`src/hw/rtl/snt_pkg.sv`:
```
// Package for the sphere normal to texel block: payload types, CORDIC table,
// fixed-point constants. No dependencies.
`default_nettype none
package snt_pkg;

    localparam int FRAC_BITS    = 14;
    localparam int DIM_BITS     = 12;
    localparam int CORDIC_STEPS = 28;
    localparam int PRESHIFT     = 24;
    localparam int ANG_W        = 32;   // angle, pi = 2^30
    localparam int CW           = 44;   // CORDIC datapath width, signed
    localparam int SQ_W         = 30;   // radicand width (< 2^29 plus margin)
    localparam int RT_W         = 15;   // root width
    localparam logic signed [ANG_W-1:0] ANG_PI = 32'sd1073741824;

    localparam logic [1:0] ST_TEXEL = 2'd0;
    localparam logic [1:0] ST_POLE  = 2'd1;
    localparam logic [1:0] ST_ERROR = 2'd2;

    localparam logic REG_COLUMNS = 1'b0;
    localparam logic REG_ROWS    = 1'b1;

    typedef struct packed {
        logic               has_object;
        logic signed [15:0] normal_x;
        logic signed [15:0] normal_y;
        logic signed [15:0] normal_z;
    } snt_in_t;

    typedef struct packed {
        logic [11:0] texel_column;
        logic [11:0] texel_row;
        logic [1:0]  status;
    } snt_out_t;

    // Per-item side information carried along the pipeline.
    typedef struct packed {
        logic [1:0] status;
        logic       lon_fixed;   // ratio out of range: longitude angle forced
        logic       lon_pi;      // forced value is pi (else 0)
        logic       nz_pos;
    } snt_side_t;

    function automatic logic signed [ANG_W-1:0] atan_entry(input int i);
        logic signed [ANG_W-1:0] v;
        begin
            case (i)
                0:  v = 32'sd268435456;
                1:  v = 32'sd158466703;
                2:  v = 32'sd83729453;
                3:  v = 32'sd42502378;
                4:  v = 32'sd21333665;
                5:  v = 32'sd10677232;
                6:  v = 32'sd5339919;
                7:  v = 32'sd2670122;
                8:  v = 32'sd1335081;
                9:  v = 32'sd667543;
                10: v = 32'sd333772;
                11: v = 32'sd166886;
                12: v = 32'sd83443;
                13: v = 32'sd41721;
                14: v = 32'sd20860;
                15: v = 32'sd10430;
                16: v = 32'sd5215;
                17: v = 32'sd2607;
                18: v = 32'sd1303;
                19: v = 32'sd651;
                20: v = 32'sd325;
                21: v = 32'sd162;
                22: v = 32'sd81;
                23: v = 32'sd40;
                24: v = 32'sd20;
                25: v = 32'sd10;
                26: v = 32'sd5;
                27: v = 32'sd2;
                default: v = '0;
            endcase
            atan_entry = v;
        end
    endfunction

endpackage
`default_nettype wire

```
`src/hw/rtl/snt_isqrt.sv`:
```
// Pipelined integer square root, one result bit per stage.
// Depends on snt_pkg.
`default_nettype none
module snt_isqrt (
    input  wire logic                      clk,
    input  wire logic                      rst_n,
    input  wire logic                      in_valid,
    input  wire logic [snt_pkg::SQ_W-1:0]  radicand,
    output logic [snt_pkg::SQ_W-1:0]       root
);
    import snt_pkg::*;
    localparam int NS = RT_W;

    logic [SQ_W-1:0] rem_reg [NS+1];
    logic [SQ_W-1:0] res_reg [NS+1];

    assign rem_reg[0] = radicand;
    assign res_reg[0] = '0;

    for (genvar k = 0; k < NS; k++) begin : g_st
        localparam logic [SQ_W-1:0] BIT = SQ_W'(1) << (2 * (NS - 1 - k));
        logic [SQ_W-1:0] rem_next, res_next;
        logic [SQ_W-1:0] rem_q, res_q;
        always_comb
        begin
            if (rem_reg[k] >= res_reg[k] + BIT) begin
                rem_next = rem_reg[k] - (res_reg[k] + BIT);
                res_next = (res_reg[k] >> 1) + BIT;
            end else begin
                rem_next = rem_reg[k];
                res_next = res_reg[k] >> 1;
            end
        end
        always_ff @(posedge clk)
        begin
            rem_q <= rem_next;
            res_q <= res_next;
        end
        assign rem_reg[k+1] = rem_q;
        assign res_reg[k+1] = res_q;
    end

    assign root = res_reg[NS];

    logic unused_ok;
    assign unused_ok = in_valid & rst_n;
endmodule
`default_nettype wire

```
`config.mk`:
```
export PLATFORM = sky130hd
export DESIGN_NAME = snt_isqrt
export DESIGN_NICKNAME = d
export VERILOG_FILES = /design/src/hw/rtl/snt_pkg.sv /design/src/hw/rtl/snt_isqrt.sv
export SDC_FILE = /design/constraint.sdc
export NUM_CORES = 1
export LEC_CHECK = 0
export BUFFER_PORTS_ARGS = -buffer_cell sky130_fd_sc_hd__buf_4
export CAP_MARGIN = 20
export CORE_AREA = 8 8 200 202
export DETAILED_ROUTE_END_ITERATION = 10
export DIE_AREA = 0 0 208 210
export PLACE_DENSITY = 0.71
export RECOVER_POWER = 25
export SLEW_MARGIN = 20
export SYNTH_ARGS = -nofsm -noshare
export SYNTH_HDL_FRONTEND = slang
export SYNTH_SLANG_ARGS = --single-unit
```
`constraint.sdc`:
```
create_clock -name clk -period 3.4 [get_ports clk]
set_clock_uncertainty 0.1 [all_clocks]
set_input_delay 0.17 -clock clk [delete_from_list [all_inputs] [get_ports clk]]
set_output_delay 0.17 -clock clk [all_outputs]
set_load 0.01 [all_outputs]
```
==> results of run 1 <==
==> what timing repair did <==
item | CTS | global route
hold endpoints to repair | 31 | 0
gates resized for setup | 0 | 0
hold buffers | 31 | 0
==> logic make-up after synthesis <==
logic type               after synthesis  share of synthesized area, %
AO/OA/AOI/OAI                        333                          10.3
XOR/XNOR                             165                          7.22
adder cells (fa/ha/maj)              131                          8.19
buffers and inverters                194                          3.99
flip-flops                           540                          54.0
multiplexers                          26                          1.49
other                                  1                        0.0187
AND/OR/NAND/NOR                      548                          14.8
==> sequential cells by signal (all words and copies together) (netlist names) <==
name        count
g_st.rem_q    420
root           15
g_st.res_q    105
==> through the flow <==
step	setup WS, ns	util [%]	power (W)	area (sq um)
finish	0.212	62.6	0.0205	23100
global route	0.0980	62.6	0.0218	23100
CTS	0.262	62.6	0.0206	23100
detailed placement	0.330	57.0	0.0148	21100
global placement	0.322	57.0	0.0146	21100
floorplan	0.826	-	0.0133	20100
==> worst max-delay path by stage <==
stage                  startpoint                 end  cells after the start
6_report       g_st[12].res_q[11]  g_st[13].rem_q[20]                     11
2_1_floorplan   g_st[11].res_q[7]  g_st[12].rem_q[19]                      8
4_1_cts        g_st[12].res_q[11]  g_st[13].rem_q[20]                     11
3_3_place_gp   g_st[12].res_q[11]  g_st[13].rem_q[20]                     11
3_5_place_dp   g_st[12].res_q[11]  g_st[13].rem_q[20]                     11
5_1_grt         g_st[8].rem_q[22]   g_st[9].rem_q[29]                      7
==> placed cells by master (no fill, tap or decap), drive strengths merged, types with 5 or more instances in the layout <==
cell         instances
o21ai               86
nor2b               20
inv                161
clkbuf             101
and3                 5
o31a                 5
or3                 27
a21o                28
a31oi                8
nor2               127
or2                 11
clkinvlp             5
nand2b              23
mux2                22
nor3                48
xnor2              104
and2                11
o211ai               7
dfxtp              540
o31ai               13
nand3               34
buf                 47
nand3b              13
ha                 131
nor4b               10
conb                15
dlygate4sd3         31
clkinv              13
nand4               21
a21oi              104
or4                 15
a211oi              14
nor4                64
a21boi               7
o21a                28
xor2                61
nand4b              14
nand2               89
==> cell usage after synthesis (28+ instances only) <==
master,instances
inv_1,158
o21a_1,28
ha_1,131
nand2_1,89
nor2_1,126
a21o_1,28
nand3_1,34
dfxtp_1,540
o21ai_0,82
xor2_1,61
a21oi_1,104
nor3_1,48
nor4_1,63
xnor2_1,104
==> per-layer routing <==
layer  vias up  routed length, um  part of all wire (%)
li1       7012                  -                     -
met1      6539              14000                    34
met3       125               1190                   2.9
met2       248              23500                    58
met4         0               1930                   4.7
met5         -                  0                     0
==> layout make-up <==
cell class                      instances  share of cell area (%)
Clock buffer                           73                    6.36
Clock inverter                         24                    1.23
Inverter                              158                    2.56
Multi-Input combinational cell       1218                    36.6
Sequential cell                       540                    46.7
Tap cell                              474                    2.56
Timing Repair Buffer                  106                    3.94
==> power by group through the flow <==
stage / clock, W / combinational (W) / sequential, W
2_1_floorplan: 0 / 0.00458 / 0.00873
3_3_place_gp: 0 / 0.00558 / 0.00901
3_5_place_dp: 0 / 0.00573 / 0.00905
4_1_cts: 0.00585 / 0.00583 / 0.00892
5_1_grt: 0.00613 / 0.00654 / 0.00910
6_report: 0.00571 / 0.00582 / 0.00893
==> impl_metrics.ini, run 1 <==
[global_routing]
use_met1_pct = 16.1
grt_use_total_pct = 18.8
gr-usage-met2_pct = 39.8
busiest_layer = met2
grt_pass1_vias = 14674
overflow = 0
grt_max_degree = 25
met3_usage_pct = 2.96
grt_pass1_wl_mm = 67.8
antenna_found_initial = 0

[logic_synthesis]
synth_top_area_cell = dfxtp_1
yosysUniqueCellTypes = 74
synthFlopType = dfxtp_1
synthDominantCellAreaShare_pct = 54.0
synthArstFlopShare_pct = 0
synth_area_sq_um = 20000
ys_seq_area_share_pct = 54.0
synthTopCellsByArea = dfxtp_1 54%, ha_1 8.2%, xnor2_1 4.5%, inv_1 3.0%, xor2_1 2.7%
synth-edff-count = 0
avgSynthCellArea_sq_um = 10.3
ys_ff_latch = 540
synthCells = 1938
yosys_warnings = 0

[timing]
timing.final.crit_share_pct = 93.8
finalHoldWorstSlack_ns = 0.107
finalCriticalPeriod_ns = 3.19
fmax_ghz = 0.314
hold_viol = 0
setup_viol = 0
rsz0062_at_grt = no
final.setup.tns_ns = 0
relSlewSlack_pct = 42.7
worst_pin_slew_ns = 0.853
slew_violations = 0

[worst_setup_path]
crit_path_frequent_cell = inv_1
crit_arrival_ns = 3.56
end_kind = register
crit_type = register to register
critPathTopFamily = compound AO/OA/AOI/OAI gates
regToRegStartpoint = g_st[12].res_q[11]
r2r_cells = 11
r2r_slack_ns = 0.21
cpPeakStageDelay_ns = 0.35
path_buf_inv = 3
worstPathRequired_ns = 3.77
worstReg2RegEnd = g_st[13].rem_q[20]
crit_path_top_delay_cell = ha_1
start_kind = register
crit_fanout = 21
path_cells = inv_1 > ha_1 > and4_1 > a221o_1 > a31oi_1 > a21boi_1 > nor2_1 > buf_4 > inv_1 > and2_1 > xor2_1

[cts]
clock_latency_ns = 0.62
cts_tree = built
cts-root-buf = clkbuf_16
cts.path.max_buffers = 3
cts_max_level = 2
clkTransAtPathRegs_ns = 0.06
post-cts-setup-buffers = 0
cts.sinks = 540
cts_buffers = 53

[die]
design.core.area_sq_um = 37000
die_w_um = 208
rows = 71
initial_core_util_pct = 54.2
dieArea_sq_um = 43700
die_y_um = 210
io_pins = 63

[layout]
multiInputGateArea_sq_um = 8470
stdcell_count = 2593
antenna_cells = 0
final_nets = 2241
drive_gt1_share_pct = 9.77
area_growth_pct = 15.5
num-fill-cells = 2951
seqCellArea_sq_um = 10800

[route]
drc_errors = 0
vias_per_cell = 5.37
drtAntennaViolNets = 0
vias = 13924
drtPass1Iterations = 5
wl_per_cell_um = 15.7
wirelength_mm = 40.6
drtIter0Drc = 486

[pwr]
p_clk_share_pct = 27.9
internal_power_w = 0.0140
seq_power_share_pct = 43.6
p_per_area_nw_per_um2 = 885
p_leak_nw = 10.6
ir_drop_mv = 0.529
switching_share_pct = 31.8
switching_power_w = 0.00652
power.share.combinational_pct = 28.5

[status]
status = finished clean

[placement]
post-dp-hpwl_mm = 30.6
globalplace.congestion = 0.888
portBuffers = 45
numPlacedInstances = 2465

[worst_hold_path]
hold_end = g_st[0].rem_q[13]
whs_path_depth = 2
min_from = radicand[13]
worstHoldPathType = primary input to register

[run]
cap_violations = 0
Power figures use the tool's default switching activity.
==> run 2: changes to the inputs <==
--- a/config.mk
+++ b/config.mk
@@ -7,10 +7,10 @@
 export LEC_CHECK = 0
 export BUFFER_PORTS_ARGS = -buffer_cell sky130_fd_sc_hd__buf_4
 export CAP_MARGIN = 20
-export CORE_AREA = 8 8 200 202
+export CORE_AREA = 8 8 191 193
 export DETAILED_ROUTE_END_ITERATION = 10
-export DIE_AREA = 0 0 208 210
-export PLACE_DENSITY = 0.71
+export DIE_AREA = 0 0 199 201
+export PLACE_DENSITY = 0.77
 export RECOVER_POWER = 25
 export SLEW_MARGIN = 20
 export SYNTH_ARGS = -nofsm -noshare
==> impl_metrics.ini, run 2 (same netlist as run 1, synthesis figures left out) <==
[pwr]
internal_power_w = 0.0145
p_clk_share_pct = 29.8
ir_drop_mv = 0.619
seq_power_share_pct = 42.6
power.share.combinational_pct = 27.7
p_leak_nw = 10.6
p_per_area_nw_per_um2 = 913
switching_power_w = 0.00665
switching_share_pct = 31.4

[die]
rows = 67
die_w_um = 199
io_pins = 63
initial_core_util_pct = 60.2
die_y_um = 201
dieArea_sq_um = 40000
design.core.area_sq_um = 33300

[timing]
relSlewSlack_pct = 42.2
final.setup.tns_ns = 0
fmax_ghz = 0.318
finalCriticalPeriod_ns = 3.14
setup_ws_ns = 0.259
timing.final.crit_share_pct = 92.4
slew_violations = 0
rsz0062_at_grt = no
worst_pin_slew_ns = 0.859
setup_viol = 0
hold_viol = 0

[route]
wl_met1_mm = 16.0
top_layer_used = met4
drtAntennaViolNets = 0
vias_per_cell = 5.42
drc_errors = 0
wl_per_cell_um = 16.9
drtIter0Drc = 483
drtPass1Iterations = 5
routed-wl-met3_mm = 1.34
vias = 13856
wirelength_mm = 43.1
met2WireLength_mm = 23.8

[global_routing]
grt_pass1_vias = 14295
grt_use_total_pct = 21.5
antenna_found_initial = 0
overflow = 0
grt_pass1_wl_mm = 70.2
grt_max_degree = 25

[worst_hold_path]
worstHoldPathType = primary input to register
min_from = radicand[19]
whs_path_depth = 2
hold_end = g_st[0].rem_q[19]

[layout]
layout_common_cells = 540 x dfxtp_1, 157 x inv_1, 131 x ha_1
largest_register_ffs = 420
stdcell_count = 2555
area_growth_pct = 15.9
final_util_pct = 69.7
drive_gt1_share_pct = 9.49
fin_area_sq_um = 23200
antenna_cells = 0
layout_commonest_cell = dfxtp_1
largest_register = g_st.rem_q
final_nets = 2229

[worst_setup_path]
crit_arrival_ns = 3.53
crit_fanout = 6
worstReg2RegEnd = g_st[10].rem_q[29]
crit_type = register to register
crit_path_top_delay_cell = or4b_2
r2r_slack_ns = 0.26
cpPeakStageDelay_ns = 0.63
path_buf_inv = 2
path_cells = inv_1 > ha_1 > or4b_2 > nor4_2 > buf_4 > a2111o_1 > nand4b_2 > o21ai_1 > nor4_1 > xor2_1
critPathTopFamily = simple AND/OR/NAND/NOR gates
start_kind = register
r2r_cells = 10
end_kind = register
worstPathRequired_ns = 3.79
regToRegStartpoint = g_st[9].res_q[10]

[placement]
numPlacedInstances = 2428
portBuffers = 45
post-dp-hpwl_mm = 31.6
globalplace.congestion = 0.925
place_ws_ns = 0.239
placedInstanceArea_sq_um = 21000

[cts]
clkTransAtPathRegs_ns = 0.07
cts_max_level = 2
cts.path.max_buffers = 3
clock_latency_ns = 0.60
post-cts-setup-buffers = 0
cts_tree = built
cts-root-buf = clkbuf_16
cts_buffers = 51
cts.sinks = 540

[status]
status = finished clean

[run]
cap_violations = 0
[run 2: changes by cell type in the layout (fill, tap and decap cells not counted), moves of 2 or more]
cell and delta:
clkbuf_8 +2, clkinv_2 -4, bufinv_16 +9, clkbuf_16 -2, buf_4 -11, inv_6 -2
clkbuf_1 -2
[run 2: metal layers]
layer  up-vias  GRT usage [%]
met4         0           10.1
met5         -              0
li1       6963              -
met1      6505           21.0
met3       122           3.20
met2       266           42.7
[run 2: layout make-up]
type	count	area, sq um
clock buffers	71	1440
clock inverters	24	480
fillers	2362	10100
inverters	158	597
multi-input cells	1218	8480
flip-flops and latches	540	10800
well taps	448	561
repair buffers	95	828
repair inverters	1	7.51
[run 2: stage by stage]
stage / power [W] / hold WS (ns)
after global routing: 0.0224 / 0.126
after floorplan: 0.0133 / 0.0977
after CTS: 0.0212 / 0.0979
after global placement: 0.0146 / 0.174
final: 0.0212 / 0.138
after detailed placement: 0.0149 / 0.176
[run 2: worst register-to-register path: cells and delay by family, from the launching register on]
family,cells,cell delay [ns]
and+or+nand+nor,4,1.46
adders and majority gates,1,0.37
AOI/OAI and AO/OA,2,0.37
DFF,1,0.34
buffers and inverters,2,0.25
xor gates and xnor gates,1,0.17
[run 2: what timing repair did]
| item | in CTS | in global routing |
|---|---|---|
| setup endpoints to repair | 0 | 2 |
| hold buffers | 31 | 0 |
| gates resized for setup | 0 | 5 |
| hold endpoints to repair | 31 | 0 |
[run 2: worst max path at each step]
stage	cells after the start	endpoint	startpoint	slack (ns)
after floorplan	8	g_st[12].rem_q[19]	g_st[11].res_q[7]	0.83
after global placement	10	g_st[13].rem_q[20]	g_st[12].res_q[11]	0.32
after detailed placement	10	g_st[13].rem_q[20]	g_st[12].res_q[11]	0.24
after CTS	10	g_st[13].rem_q[20]	g_st[12].res_q[9]	0.17
after global routing	10	g_st[10].rem_q[27]	g_st[9].res_q[10]	0.07
final	10	g_st[10].rem_q[29]	g_st[9].res_q[10]	0.26
[run 2: power groups by stage]
| stage | Sequential, W | Combinational, W | Clock, W |
|---|---|---|---|
| final | 0.00902 | 0.00587 | 0.00631 |
| after global routing | 0.00918 | 0.00654 | 0.00666 |
| after CTS | 0.00901 | 0.00584 | 0.00638 |
| after detailed placement | 0.00914 | 0.00572 | 0 |
| after global placement | 0.00908 | 0.00553 | 0 |
| after floorplan | 0.00873 | 0.00458 | 0 |
